### src/avdh_pkg.sv
// Shared types and constants for the voice activity detector with hangover.
package avdh_pkg;

   localparam int SampleWidth = 16;
   localparam int ThrWidth    = 13;
   localparam int Thr2Width   = 2 * ThrWidth;
   localparam int EnergyWidth = 40;
   localparam int SquareWidth = 2 * SampleWidth;
   localparam int SeqWidth    = 16;
   localparam int LenWidth    = 9;
   localparam int CsrIdxWidth = 2;

   localparam logic [ThrWidth-1:0] ThrReset = 13'd1120;

   // Configuration register indexes
   localparam logic [CsrIdxWidth-1:0] CSR_RATE_16K      = 2'd0;
   localparam logic [CsrIdxWidth-1:0] CSR_VAD_ENABLE    = 2'd1;
   localparam logic [CsrIdxWidth-1:0] CSR_VAD_THRESHOLD = 2'd2;

   typedef struct packed {
      logic                rate_16k;
      logic                vad_enable;
      logic [ThrWidth-1:0] vad_threshold;
   } cfg_type;

   typedef enum logic {
      CMD_SAMPLE = 1'b0,
      CMD_SEND   = 1'b1
   } cmd_kind_type;

   // Classified input beat as it waits between front and back
   typedef struct packed {
      cmd_kind_type                   kind;
      logic signed [SampleWidth-1:0]  sample;
      logic                           last;
   } cmd_type;

   typedef struct packed {
      logic signed [SampleWidth-1:0] out_sample;
      logic                          sample_valid;
      logic                          frame_end;
      logic                          frame_keep;
      logic [SeqWidth-1:0]           frame_seq;
      logic                          flag_wide;
      logic                          flag_speech;
      logic                          flag_gate_on;
      logic [LenWidth-1:0]           frame_length;
   } rsp_type;

endpackage

### src/avdh_fifo.sv
// Small register-based queue with first-word-fall-through read.
module avdh_fifo #(
   parameter int WIDTH = 8,
   parameter int DEPTH = 2
) (
   input  logic             clock,
   input  logic             reset,
   input  logic             push,
   input  logic [WIDTH-1:0] wdata,
   output logic             full,
   input  logic             pop,
   output logic [WIDTH-1:0] rdata,
   output logic             empty
);

   localparam int PtrWidth = (DEPTH > 1) ? $clog2(DEPTH) : 1;
   localparam int CntWidth = $clog2(DEPTH + 1);
   localparam logic [PtrWidth-1:0] PtrLast  = PtrWidth'(DEPTH - 1);
   localparam logic [CntWidth-1:0] CntDepth = CntWidth'(DEPTH);

   logic [WIDTH-1:0]    mem_ff [DEPTH];
   logic [PtrWidth-1:0] wr_ptr_ff, wr_ptr_in;
   logic [PtrWidth-1:0] rd_ptr_ff, rd_ptr_in;
   logic [CntWidth-1:0] count_ff, count_in;
   logic                do_push, do_pop;

   assign full    = (count_ff == CntDepth);
   assign empty   = (count_ff == '0);
   assign do_push = push && !full;
   assign do_pop  = pop && !empty;
   assign rdata   = mem_ff[rd_ptr_ff];

   // Pointer and fill bookkeeping
   always_comb begin
      wr_ptr_in = wr_ptr_ff;
      rd_ptr_in = rd_ptr_ff;
      count_in  = count_ff;
      if (do_push) begin
         wr_ptr_in = (wr_ptr_ff == PtrLast) ? '0 : wr_ptr_ff + PtrWidth'(1);
      end
      if (do_pop) begin
         rd_ptr_in = (rd_ptr_ff == PtrLast) ? '0 : rd_ptr_ff + PtrWidth'(1);
      end
      if (do_push && !do_pop) begin
         count_in = count_ff + CntWidth'(1);
      end else if (do_pop && !do_push) begin
         count_in = count_ff - CntWidth'(1);
      end
   end

   always_ff @(posedge clock) begin
      if (reset) begin
         wr_ptr_ff <= '0;
         rd_ptr_ff <= '0;
         count_ff  <= '0;
      end else begin
         wr_ptr_ff <= wr_ptr_in;
         rd_ptr_ff <= rd_ptr_in;
         count_ff  <= count_in;
      end
   end

   // Entry storage, no reset needed
   always_ff @(posedge clock) begin
      if (do_push) begin
         mem_ff[wr_ptr_ff] <= wdata;
      end
   end

endmodule

### src/avdh_front.sv
// Front end: accepts input beats, classifies them and queues them for the back end.
module avdh_front #(
   parameter int DEPTH = 2
) (
   input  logic                                 clock,
   input  logic                                 reset,
   input  logic                                 push,
   output logic                                 full,
   input  logic                                 req_opcode,
   input  logic signed [avdh_pkg::SampleWidth-1:0] req_sample,
   input  logic                                 req_frame_last,
   input  logic                                 req_send_ok,
   output avdh_pkg::cmd_type                    cmd_head,
   output logic                                 cmd_empty,
   input  logic                                 cmd_pop
);

   import avdh_pkg::*;

   localparam int CmdWidth = $bits(cmd_type);

   cmd_type             cmd_new;
   logic                useful;
   logic [CmdWidth-1:0] head_bits;

   // Classify: a failed send report changes nothing, so it is absorbed here
   always_comb begin
      cmd_new.kind   = req_opcode ? CMD_SEND : CMD_SAMPLE;
      cmd_new.sample = req_sample;
      cmd_new.last   = req_frame_last;
      useful         = !req_opcode || req_send_ok;
   end

   avdh_fifo #(
      .WIDTH (CmdWidth),
      .DEPTH (DEPTH)
   ) u_cmd_fifo (
      .clock (clock),
      .reset (reset),
      .push  (push && useful),
      .wdata (cmd_new),
      .full  (full),
      .pop   (cmd_pop),
      .rdata (head_bits),
      .empty (cmd_empty)
   );

   assign cmd_head = cmd_type'(head_bits);

endmodule

### src/avdh_back.sv
// Back end: decimation, energy accumulation, frame verdict and hangover sequencer.
module avdh_back #(
   parameter int FRAME_SAMPLES   = 320,
   parameter int HANGOVER_FRAMES = 15
) (
   input  logic              clock,
   input  logic              reset,
   input  avdh_pkg::cfg_type cfg,
   input  avdh_pkg::cmd_type cmd_head,
   input  logic              cmd_empty,
   output logic              cmd_pop,
   output avdh_pkg::rsp_type rsp_data,
   output logic              rsp_push,
   input  logic              rsp_full
);

   import avdh_pkg::*;

   localparam int CntWidth  = $clog2(FRAME_SAMPLES + 1);
   localparam int HoldWidth = $clog2(HANGOVER_FRAMES + 1);
   localparam int LimWidth  = Thr2Width + CntWidth;
   localparam int CmpWidth  = (LimWidth > EnergyWidth) ? LimWidth : EnergyWidth;
   localparam logic [CntWidth-1:0]  FrameMax = CntWidth'(FRAME_SAMPLES);
   localparam logic [HoldWidth-1:0] HoldLoad = HoldWidth'(HANGOVER_FRAMES);

   typedef enum logic [2:0] {
      S_IDLE,
      S_SQUARE,
      S_ACCUM,
      S_THR,
      S_MUL,
      S_DECIDE,
      S_EMIT
   } state_type;

   state_type                     state_ff, state_in;
   logic signed [SampleWidth-1:0] outv_ff, outv_in;
   logic                          valid_ff, valid_in;
   logic                          last_ff, last_in;
   logic [SquareWidth-1:0]        sq_ff, sq_in;
   logic [Thr2Width-1:0]          thr2_ff, thr2_in;
   logic [LimWidth-1:0]           lim_ff, lim_in;
   rsp_type                       rsp_ff, rsp_in;
   logic signed [SampleWidth-1:0] pair_first_ff, pair_first_in;
   logic                          pair_phase_ff, pair_phase_in;
   logic [EnergyWidth-1:0]        energy_ff, energy_in;
   logic [CntWidth-1:0]           count_ff, count_in;
   logic [HoldWidth-1:0]          hold_ff, hold_in;
   logic [SeqWidth-1:0]           seq_ff, seq_in;

   logic signed [SampleWidth:0]   pair_sum, pair_adj;
   logic signed [SquareWidth-1:0] sq_full;
   logic [EnergyWidth:0]          energy_add;
   logic [CntWidth+LenWidth-1:0]  len_ext;
   logic                          loud;

   // Pair average truncated toward zero, square, saturating add, frame compare
   always_comb begin
      pair_sum   = {pair_first_ff[SampleWidth-1], pair_first_ff}
                 + {cmd_head.sample[SampleWidth-1], cmd_head.sample};
      pair_adj   = pair_sum + {{SampleWidth{1'b0}}, pair_sum[SampleWidth]};
      sq_full    = SquareWidth'(outv_ff) * SquareWidth'(outv_ff);
      energy_add = {1'b0, energy_ff} + (EnergyWidth + 1)'(sq_ff);
      len_ext    = (CntWidth + LenWidth)'(count_ff);
      loud       = (count_ff != '0) ? (CmpWidth'(energy_ff) >= CmpWidth'(lim_ff))
                                    : (thr2_ff == '0);
   end

   // Sequencer next state
   always_comb begin
      logic voiced;
      voiced        = 1'b1;
      state_in      = state_ff;
      outv_in       = outv_ff;
      valid_in      = valid_ff;
      last_in       = last_ff;
      sq_in         = sq_ff;
      thr2_in       = thr2_ff;
      lim_in        = lim_ff;
      rsp_in        = rsp_ff;
      pair_first_in = pair_first_ff;
      pair_phase_in = pair_phase_ff;
      energy_in     = energy_ff;
      count_in      = count_ff;
      hold_in       = hold_ff;
      seq_in        = seq_ff;
      cmd_pop       = 1'b0;
      rsp_push      = 1'b0;
      unique case (state_ff)
         S_IDLE: begin
            if (!cmd_empty) begin
               cmd_pop = 1'b1;
               if (cmd_head.kind == CMD_SEND) begin
                  seq_in = seq_ff + SeqWidth'(1);
               end else begin
                  outv_in  = '0;
                  valid_in = 1'b0;
                  last_in  = cmd_head.last;
                  if (count_ff < FrameMax) begin
                     if (cfg.rate_16k) begin
                        outv_in  = cmd_head.sample;
                        valid_in = 1'b1;
                     end else if (!pair_phase_ff) begin
                        pair_first_in = cmd_head.sample;
                        pair_phase_in = 1'b1;
                     end else begin
                        outv_in       = pair_adj[SampleWidth:1];
                        pair_phase_in = 1'b0;
                        valid_in      = 1'b1;
                     end
                  end
                  state_in = S_SQUARE;
               end
            end
         end
         S_SQUARE: begin
            sq_in    = unsigned'(sq_full);
            state_in = S_ACCUM;
         end
         S_ACCUM: begin
            if (valid_ff) begin
               energy_in = energy_add[EnergyWidth] ? '1 : energy_add[EnergyWidth-1:0];
               count_in  = count_ff + CntWidth'(1);
            end
            rsp_in              = '0;
            rsp_in.out_sample   = outv_ff;
            rsp_in.sample_valid = valid_ff;
            if (last_ff) begin
               state_in = S_THR;
            end else if (valid_ff) begin
               state_in = S_EMIT;
            end else begin
               state_in = S_IDLE;
            end
         end
         S_THR: begin
            thr2_in  = Thr2Width'(cfg.vad_threshold) * Thr2Width'(cfg.vad_threshold);
            state_in = S_MUL;
         end
         S_MUL: begin
            // floor(sum / count) >= thr^2 is sum >= thr^2 * count
            lim_in   = LimWidth'(thr2_ff) * LimWidth'(count_ff);
            state_in = S_DECIDE;
         end
         S_DECIDE: begin
            if (cfg.vad_enable) begin
               if (loud) begin
                  hold_in = HoldLoad;
               end else if (hold_ff != '0) begin
                  hold_in = hold_ff - HoldWidth'(1);
               end
               voiced = (hold_in != '0);
               if (!voiced) begin
                  seq_in = seq_ff + SeqWidth'(1);
               end
            end
            rsp_in.frame_end    = 1'b1;
            rsp_in.frame_keep   = voiced;
            rsp_in.frame_seq    = seq_ff;
            rsp_in.flag_wide    = cfg.rate_16k;
            rsp_in.flag_speech  = voiced;
            rsp_in.flag_gate_on = cfg.vad_enable;
            rsp_in.frame_length = len_ext[LenWidth-1:0];
            energy_in     = '0;
            count_in      = '0;
            pair_phase_in = 1'b0;
            pair_first_in = '0;
            state_in      = S_EMIT;
         end
         S_EMIT: begin
            if (!rsp_full) begin
               rsp_push = 1'b1;
               state_in = S_IDLE;
            end
         end
         default: begin
            state_in = S_IDLE;
         end
      endcase
   end

   always_ff @(posedge clock) begin
      outv_ff  <= outv_in;
      valid_ff <= valid_in;
      last_ff  <= last_in;
      sq_ff    <= sq_in;
      thr2_ff  <= thr2_in;
      lim_ff   <= lim_in;
      rsp_ff   <= rsp_in;
      if (reset) begin
         state_ff      <= S_IDLE;
         pair_first_ff <= '0;
         pair_phase_ff <= 1'b0;
         energy_ff     <= '0;
         count_ff      <= '0;
         hold_ff       <= '0;
         seq_ff        <= '0;
      end else begin
         state_ff      <= state_in;
         pair_first_ff <= pair_first_in;
         pair_phase_ff <= pair_phase_in;
         energy_ff     <= energy_in;
         count_ff      <= count_in;
         hold_ff       <= hold_in;
         seq_ff        <= seq_in;
      end
   end

   assign rsp_data = rsp_ff;

`ifndef ASSERT_OFF
   a_count_bound: assert property (@(posedge clock) disable iff (reset)
      count_ff <= FrameMax)
      else $error("kept sample count beyond frame size");

   a_no_empty_rsp: assert property (@(posedge clock) disable iff (reset)
      rsp_push |-> (rsp_ff.sample_valid || rsp_ff.frame_end))
      else $error("result beat with neither sample nor frame close");

   a_frame_clear: assert property (@(posedge clock) disable iff (reset)
      (state_ff == S_DECIDE) |=> (energy_ff == '0 && count_ff == '0 && !pair_phase_ff))
      else $error("frame state not cleared at frame close");

   a_gate_off_keep: assert property (@(posedge clock) disable iff (reset)
      (rsp_push && rsp_ff.frame_end && !rsp_ff.flag_gate_on) |-> rsp_ff.frame_keep)
      else $error("frame dropped with voice gate off");
`endif

endmodule

### src/audio_decimate_vad_hangover_top.sv
// Top level of the decimating energy voice activity detector with hangover.
//
//   channel  | handshake            | payload
//   ---------+----------------------+---------------------------------------------
//   req      | push / full          | req_opcode, req_sample, req_frame_last, req_send_ok
//   rsp      | empty / pop          | rsp_out_sample ... rsp_frame_length
//   csr      | csr_valid / csr_ready| csr_index, csr_wdata
//
// A sample beat that gives a result passes the back-end sequencer states dequeue, square,
// accumulate and emit; one that gives none skips emit; one that closes a frame adds the
// threshold square, threshold-times-count product and compare before emit. A sent report
// is handled at dequeue, a failed one is absorbed by the front end. Emit waits while the
// result queue is full. Reset clears the sequencer, pointers, counters and configuration.
// Two-beat queues on each side let both sides stall independently; csr_ready stays high.
module audio_decimate_vad_hangover_top #(
   parameter int FRAME_SAMPLES   = 320,
   parameter int HANGOVER_FRAMES = 15
) (
   input  logic                                    clock,
   input  logic                                    reset,
   input  logic                                    push,
   output logic                                    full,
   input  logic                                    req_opcode,
   input  logic signed [avdh_pkg::SampleWidth-1:0] req_sample,
   input  logic                                    req_frame_last,
   input  logic                                    req_send_ok,
   output logic                                    empty,
   input  logic                                    pop,
   output logic signed [avdh_pkg::SampleWidth-1:0] rsp_out_sample,
   output logic                                    rsp_sample_valid,
   output logic                                    rsp_frame_end,
   output logic                                    rsp_frame_keep,
   output logic [avdh_pkg::SeqWidth-1:0]           rsp_frame_seq,
   output logic                                    rsp_flag_wide,
   output logic                                    rsp_flag_speech,
   output logic                                    rsp_flag_gate_on,
   output logic [avdh_pkg::LenWidth-1:0]           rsp_frame_length,
   input  logic                                    csr_valid,
   output logic                                    csr_ready,
   input  logic [avdh_pkg::CsrIdxWidth-1:0]        csr_index,
   input  logic [avdh_pkg::ThrWidth-1:0]           csr_wdata
);

   import avdh_pkg::*;

   localparam int RspWidth = $bits(rsp_type);

   cfg_type             cfg_ff, cfg_in;
   cmd_type             cmd_head;
   logic                cmd_empty;
   logic                cmd_pop;
   rsp_type             rsp_data;
   logic                rsp_push;
   logic                rsp_full;
   logic [RspWidth-1:0] rsp_bits;
   rsp_type             rsp_head;

   // Configuration registers
   assign csr_ready = 1'b1;

   always_comb begin
      cfg_in = cfg_ff;
      if (csr_valid) begin
         unique case (csr_index)
            CSR_RATE_16K:      cfg_in.rate_16k      = csr_wdata[0];
            CSR_VAD_ENABLE:    cfg_in.vad_enable    = csr_wdata[0];
            CSR_VAD_THRESHOLD: cfg_in.vad_threshold = csr_wdata;
            default: begin
            end
         endcase
      end
   end

   always_ff @(posedge clock) begin
      if (reset) begin
         cfg_ff.rate_16k      <= 1'b0;
         cfg_ff.vad_enable    <= 1'b0;
         cfg_ff.vad_threshold <= ThrReset;
      end else begin
         cfg_ff <= cfg_in;
      end
   end

   avdh_front #(
      .DEPTH (2)
   ) u_front (
      .clock          (clock),
      .reset          (reset),
      .push           (push),
      .full           (full),
      .req_opcode     (req_opcode),
      .req_sample     (req_sample),
      .req_frame_last (req_frame_last),
      .req_send_ok    (req_send_ok),
      .cmd_head       (cmd_head),
      .cmd_empty      (cmd_empty),
      .cmd_pop        (cmd_pop)
   );

   avdh_back #(
      .FRAME_SAMPLES   (FRAME_SAMPLES),
      .HANGOVER_FRAMES (HANGOVER_FRAMES)
   ) u_back (
      .clock     (clock),
      .reset     (reset),
      .cfg       (cfg_ff),
      .cmd_head  (cmd_head),
      .cmd_empty (cmd_empty),
      .cmd_pop   (cmd_pop),
      .rsp_data  (rsp_data),
      .rsp_push  (rsp_push),
      .rsp_full  (rsp_full)
   );

   // Result queue toward the consumer
   avdh_fifo #(
      .WIDTH (RspWidth),
      .DEPTH (2)
   ) u_rsp_fifo (
      .clock (clock),
      .reset (reset),
      .push  (rsp_push),
      .wdata (rsp_data),
      .full  (rsp_full),
      .pop   (pop),
      .rdata (rsp_bits),
      .empty (empty)
   );

   assign rsp_head         = rsp_type'(rsp_bits);
   assign rsp_out_sample   = rsp_head.out_sample;
   assign rsp_sample_valid = rsp_head.sample_valid;
   assign rsp_frame_end    = rsp_head.frame_end;
   assign rsp_frame_keep   = rsp_head.frame_keep;
   assign rsp_frame_seq    = rsp_head.frame_seq;
   assign rsp_flag_wide    = rsp_head.flag_wide;
   assign rsp_flag_speech  = rsp_head.flag_speech;
   assign rsp_flag_gate_on = rsp_head.flag_gate_on;
   assign rsp_frame_length = rsp_head.frame_length;

endmodule
### config.mk
export PLATFORM = sky130hd
export DESIGN_NAME = audio_decimate_vad_hangover_top
export DESIGN_NICKNAME = d
export VERILOG_FILES = /design/src/avdh_pkg.sv /design/src/avdh_fifo.sv /design/src/avdh_front.sv /design/src/avdh_back.sv /design/src/audio_decimate_vad_hangover_top.sv
export SDC_FILE = /design/constraint.sdc
export NUM_CORES = 2
export LEC_CHECK = 0
export ABC_AREA = 1
export BUFFER_PORTS_ARGS = -buffer_cell sky130_fd_sc_hd__buf_2
export CORE_MARGIN = 2
export CORE_UTILIZATION = 50
export CTS_BUF_LIST = sky130_fd_sc_hd__clkbuf_8 sky130_fd_sc_hd__clkbuf_16
export DETAILED_ROUTE_END_ITERATION = 10
export PLACE_DENSITY = 0.69
export SETUP_SLACK_MARGIN = 0.05
export SLEW_MARGIN = 15
export SYNTH_ARGS = -nofsm -noshare
export SYNTH_HDL_FRONTEND = slang
export SYNTH_HIERARCHICAL = 1
export SYNTH_SLANG_ARGS = --single-unit
### constraint.sdc
create_clock -name clock -period 11.69 [get_ports clock]
set_input_delay 3.507 -clock clock [delete_from_list [all_inputs] [get_ports clock]]
set_output_delay 3.507 -clock clock [all_outputs]
set_load 0.02 [all_outputs]
; ---- After elaboration in Yosys (flattened, before gate mapping)
; Memories as Yosys holds them, arrays and structs flattened. A register that Yosys moved wholly into a read port is not among the register bits.
; Index checks and enable logic that the tools add are counted.
[op_classes]
n_addsub = 14
n_mul = 3
order_cmp = 2
eq_ne = 20
muxes = 60
bitwise_logic = 2
reduce_logical = 41
[ops]
columns = op, count
row1 = two-way mux 16 bit, 11
row2 = two-way mux 40 bit, 2
row3 = case mux 40 bit (2 select lines), 1
row4 = case mux 16 bit (2 select lines), 2
row5 = case mux 30 bit (2 select lines), 1
row6 = adder 40 x 32 -> 41 bit, 1
row7 = greater-or-equal comparator 40 x 35 -> 1 bit, 1
row8 = multiplier 26 x 9 -> 35 bit, 1
row9 = multiplier 16 x 16 -> 32 bit, 1
row10 = logical NOT 26 bit, 1
row11 = multiplier 13 x 13 -> 26 bit, 1
row12 = two-way mux 1 bit, 26
row13 = case mux 3 bit (7 select lines), 1
row14 = case mux 9 bit (2 select lines), 1
row15 = adder 16 x 16 -> 17 bit, 1
row16 = adder 17 x 1 -> 17 bit, 1
row17 = "adder 16 x 1 -> 16 bit, second input constant", 1
row18 = two-way mux 4 bit, 4
row19 = "!= test 2 bit, second input constant", 8
row20 = two-way mux 3 bit, 5
row21 = AND reduction 2 bit, 5
row22 = AND reduction 5 bit, 2
row23 = "adder 9 x 1 -> 9 bit, second input constant", 1
row24 = "equality test 3 bit, second input constant", 3
row25 = other kinds (24), 60
[totals]
register_bits = 270
mem_bits_rw = 130
inputBits = 39
output_inout_bits = 50
word_cells = 175
mem_count = 2
[memory_table]
columns = memory, words, word_bits, read_ports, rd_ports_with_merged_regs, write_ports, line
row1 = u_rsp_fifo.mem_ff, 2, 47, 1, 1, 1, avdh_fifo.sv:21  ; logic [WIDTH-1:0] mem_ff [DEPTH];
row2 = u_front.u_cmd_fifo.mem_ff, 2, 18, 1, 1, 1, avdh_fifo.sv:21

; ---- Logic depth before layout (Yosys ltp)
[logic_depth]
depth_word = 9
depth_mapped = 26

; ---- By module
; The synthesis kept the hierarchy.
[by_module_without_submodules]
columns = mod, n_inst, cells_each, area_each_um2, seq_area_each_um2
row1 = avdh_back, 1, 4283, 34435.5, 6436.2
row2 = avdh_fifo at u_rsp_fifo, 1, 183, 3761.1, 2922.8
row3 = avdh_fifo at u_front.u_cmd_fifo, 1, 93, 1605.3, 1181.1
row4 = audio_decimate_vad_hangover_top, 1, 97, 635.6, 300.3
row5 = avdh_front, 1, 3, 16.3, 0.0

; ---- Worst setup path before layout
; No wires, ideal clock.
[synth_timing]
path_type = reg2reg
from = register u_back.outv_ff[1]
to = register u_back.sq_ff[30], data pin
arrival_time_ns = 5.726
required_time_ns = 11.425
path_slack_ns = 5.699
stages_incl_launch_ff = 23
path_cell_list = edfxtp_1 clkbuf_1 clkbuf_1 nand2_1 inv_1 fa_1 fa_1 inv_1 fa_1 fa_1 inv_1 fa_1 inv_1 fa_1 inv_1 ha_1 a21oi_1 o21ai_0 a21oi_1 nand3_1 a31oi_1 o21ai_0 xor2_1
[synth_between]
elab_chain_len = 1
[synth_rtl]
columns = element, line
row1 = "start, declared", avdh_back.sv:37  ; logic signed [SampleWidth-1:0] outv_ff, outv_in;
row2 = "start signal, assigned", avdh_back.sv:183  ; outv_ff <= outv_in;
row3 = multiplier 16 x 16 -> 32 bit, avdh_back.sv:62  ; sq_full = SquareWidth'(outv_ff) * SquareWidth'(outv_ff);
row4 = named net u_back.sq_full[30], avdh_back.sv:52  ; logic signed [SquareWidth-1:0] sq_full;
row5 = "end signal, assigned", avdh_back.sv:186  ; sq_ff <= sq_in;
row6 = "end, declared", avdh_back.sv:40  ; logic [SquareWidth-1:0] sq_ff, sq_in;
; The timed path passes the listed nets, and every way through them passes these cells.
; A chain may end at the register's enable or synchronous reset.

; ---- Worst setup path in the final report
[layout_timing]
from = register u_back.outv_ff[15]
to = register u_back.sq_ff[30], data pin
; The elaborated chain is that of the path after synthesis.

==> impl_summary.md <==
Status
The run finished with clean final reports.

Timing
In this run the tightest slew margin relative to its limit is 0.3031. Setup violations remaining at the end of the flow were counted as 0. For the final database, setup skew stands at 20.97 ps. Timing would allow up to 0.1506 GHz. The hold violation count in the final report came to 0. In the finished design, the share of the clock period the worst path needs comes to 0.5680. The routed design could run at a clock period as short as 6640 ps. Setup repair after global routing left no endpoint under its margin. The final-layout setup total negative slack is 0 ps. The number of max-slew violations in the final report is 0. The pin slew with the least headroom to its limit is 1043 ps. The worst path meets setup with 5050 ps of slack.

Global route
The number of global-route vias before repair came to 30.23k. The total global routing overflow is 0. In the global route stage, overall resource usage came out at 0.2256. The first global-routing pass estimated 151.5 mm of wire. The maximum number of pins on one net before global-route repair is 56.

The initial antenna violation count is 1.

Route
Summed over all nets, wire length on met3 after detailed routing comes to 5.377 mm. Wires add up to 90.72 mm. The routed design uses 43.24 mm of met2 wire. The post-route met1 wirelength is 40.23 mm.

Summing over every cut layer, the via total after detailed routing is 29.67k. The average via count per standard cell is 5.147. In this run the remaining antenna-violating nets after routing total 0. The highest metal layer used by the detailed router is met5.

The initial DRC count is 1957. The detailed-route DRC error count is 0. The detailed-route wire length per cell is 15.74 µm. Before antenna repair, the detailed router went through 6 iterations.

Final layout
The growth of design area from synthesis to finish is 6.971%. Once layout is complete, the cells apart from fillers number 5764. The post-route cell area is 43270 µm².

0 antenna diodes ended up in the layout. The layout net count is 5509. In the final layout, the share of cells above drive strength 1 is 0.06781.

Synthesis
The post-synthesis sequential area ratio is 0.2680. The synthesized design contains 285 enable-type register cells. The post-synthesis cell count is 4659. For this run, asynchronously set or reset flops after synthesis account for 0. The post-synthesis instance area is 40450 µm². For this run, the number of Yosys warnings is 6. The number of register bits inferred by synthesis is 399. The synthesized area per cell is 8.683 µm². The flip-flop cell with the highest count after synthesis is sky130_fd_sc_hd__edfxtp_1. The unique cell type count in the Yosys netlist is 64.

Clock network
Hold repair after CTS inserted 0 buffers. The H-tree depth is 2. In this run, CTS created clock tree buffers numbering 45. TritonCTS built the clock tree.

The post-CTS setup repair buffer count is 0. Clock-pin slew was measured on the worst setup and hold paths at 60 ps. At the later pin of the worst-skew pair, clock insertion delay measures 590 ps.

The count of cells resized by post-cts repair is 0. The worst-case clock buffer depth is 3. The total clock sinks is 399.

The library cell used as clock root buffer is sky130_fd_sc_hd__clkbuf_16.

Worst setup path
Data on the critical path is required at its endpoint by 12010 ps. The data arrival time of the worst path is 6960 ps. The launching element type of the critical path is a flip-flop. STA classifies the critical path endpoint as a flip-flop.

The category of the most critical setup path is flip-flop to flip-flop. The largest fanout on the critical path is 25.

Place
Once detailed placement completed, the half-perimeter wirelength came to 72.10 mm. The instance area at placement is 41750 µm². The placed cell count is 5681. The worst setup timing slack at the placement stage is 5055 ps. The routability congestion estimate from global placement is 0.9735.

During placement, the flow inserted port buffers numbering 87.

Floorplanning
In this run the standard cell core region covers 80290 µm². The initial utilization of the core area, before any placement, comes to 0.5039. The I/O pin count is 89.

The floorplan has 104 rows. Measured along the x axis, the die boundary spans 288.4 µm. The total die area is 83200 µm². From bottom edge to top edge, the die measures 288.4 µm.

Hold path
The path class of the tightest hold or removal check is flip-flop to flip-flop.

Run
Across the run, the number of max-cap violations was 0.
[metal layers]
metal,vias up,track usage
met5,-,0
met4,2,0.04948
met3,117,0.03491
met2,825,0.3827
met1,14330,0.3061
li1,14400,-
[cells in the mapped netlist (all sizes together) (8+ instances only)]
| cell | number | share of area |
|---|---|---|
| a21o | 8 | 0.0015 |
| a21oi | 249 | 0.032 |
| a31oi | 17 | 0.0026 |
| buf | 56 | 0.0078 |
| clkbuf | 90 | 0.0084 |
| dfxtp | 114 | 0.056 |
| edfxtp | 285 | 0.21 |
| fa | 496 | 0.25 |
| ha | 306 | 0.095 |
| inv | 1076 | 0.10 |
| mux2 | 66 | 0.022 |
| nand2 | 989 | 0.092 |
| nand3 | 143 | 0.019 |
| nand4 | 48 | 0.0076 |
| nor2 | 313 | 0.030 |
| nor3 | 31 | 0.0041 |
| nor4 | 16 | 0.0028 |
| o211ai | 13 | 0.0024 |
| o21ai | 141 | 0.018 |
| o21bai | 21 | 0.0042 |
| xnor2 | 48 | 0.010 |
| xor2 | 82 | 0.018 |
[layout by cell type, fill, tap and decap left out, types with 28 or more instances in the layout]
cell type,Yosys,routed
sky130_fd_sc_hd__inv_1,1062,1070
sky130_fd_sc_hd__nand2_1,980,980
sky130_fd_sc_hd__fa_1,496,496
sky130_fd_sc_hd__ha_1,306,306
sky130_fd_sc_hd__nor2_1,300,294
sky130_fd_sc_hd__edfxtp_1,285,285
sky130_fd_sc_hd__a21oi_1,243,243
sky130_fd_sc_hd__nand3_1,137,137
sky130_fd_sc_hd__o21ai_0,116,116
sky130_fd_sc_hd__dfxtp_1,114,113
sky130_fd_sc_hd__buf_2,15,87
sky130_fd_sc_hd__xor2_1,82,82
sky130_fd_sc_hd__xnor2_1,48,48
sky130_fd_sc_hd__nand4_1,47,47
sky130_fd_sc_hd__clkbuf_16,0,46
sky130_fd_sc_hd__mux2_4,40,40
sky130_fd_sc_hd__nor3_1,29,28
[logic make-up after synthesis]
| group | share of synthesized area |
|---|---|
| flops | 0.2680 |
| compound gates | 0.06641 |
| simple gates | 0.1588 |
| buf+inv | 0.1162 |
| other cells | 0.0002783 |
| fa+ha+maj | 0.3401 |
| xor+xnor | 0.02815 |
| mux | 0.02208 |
[state kept, by name, summed over array words and instances, names as in the netlist, 2 cells and up, named ones only]
signal	count
u_back/outv_ff	16
cfg_ff	15
u_rsp_fifo/count_ff	2
u_back/state_ff	3
u_back/energy_ff	40
u_rsp_fifo/mem_ff	94
u_back/seq_ff	16
u_back/thr2_ff	25
u_back/count_ff	9
u_back/rsp_data	46
u_front/u_cmd_fifo/count_ff	2
u_back/hold_ff	4
u_back/lim_ff	35
u_back/pair_first_ff	16
u_front/u_cmd_fifo/mem_ff	36
u_back/sq_ff	31
[critical path, cell delays in order (launching register included)]
cell and delay, ps:
sky130_fd_sc_hd__edfxtp_1 920, sky130_fd_sc_hd__nand2_1 220, sky130_fd_sc_hd__inv_1 140, sky130_fd_sc_hd__fa_1 560, sky130_fd_sc_hd__fa_1 840, sky130_fd_sc_hd__inv_1 150
sky130_fd_sc_hd__fa_1 410, sky130_fd_sc_hd__fa_1 540, sky130_fd_sc_hd__inv_1 50, sky130_fd_sc_hd__fa_1 480, sky130_fd_sc_hd__inv_1 50, sky130_fd_sc_hd__fa_1 530
sky130_fd_sc_hd__inv_1 40, sky130_fd_sc_hd__ha_1 340, sky130_fd_sc_hd__a21oi_1 170, sky130_fd_sc_hd__o21ai_0 110, sky130_fd_sc_hd__a21oi_1 130, sky130_fd_sc_hd__nand3_1 160
sky130_fd_sc_hd__a31oi_1 240, sky130_fd_sc_hd__o21ai_0 130, sky130_fd_sc_hd__xor2_1 150
[through the flow]
| stage | hold slack (ps) | util |
|---|---|---|
| 2_1_floorplan | 421.5 | - |
| 3_3_place_gp | 421.6 | 0.5201 |
| 3_5_place_dp | 429.9 | 0.5201 |
| 4_1_cts | 443.8 | 0.5390 |
| 5_1_grt | 451.8 | 0.5390 |
| 6_report | 443.1 | 0.5390 |
[path summary, 6_finish.rpt]
kind / slack (ps) / from / depth (start not counted) / endpoint
worst max-delay path: 5050 / u_back/outv_ff[15] / 20 / u_back/sq_ff[30]
worst max register to register: 5050 / u_back/outv_ff[15] / 20 / u_back/sq_ff[30]
worst min-delay path: 440 / u_back/rsp_data[9] / 0 / u_rsp_fifo/mem_ff[0][9]
worst min register to register: 440 / u_back/rsp_data[9] / 0 / u_rsp_fifo/mem_ff[0][9]
[cell type report]
type                    instances  area, µm²
clock buffers                  47       1165
clock inverters                36      355.3
fillers                      7378      37010
inverters                    1078       4046
multi-input cells            3037      24950
flip-flops and latches        399      10840
well taps                    1060       1326
repair buffers                107      585.6
Power is left out: the tool's default activity adds up to more than one toggle a clock period on the data nets, which glitch-free logic cannot reach.
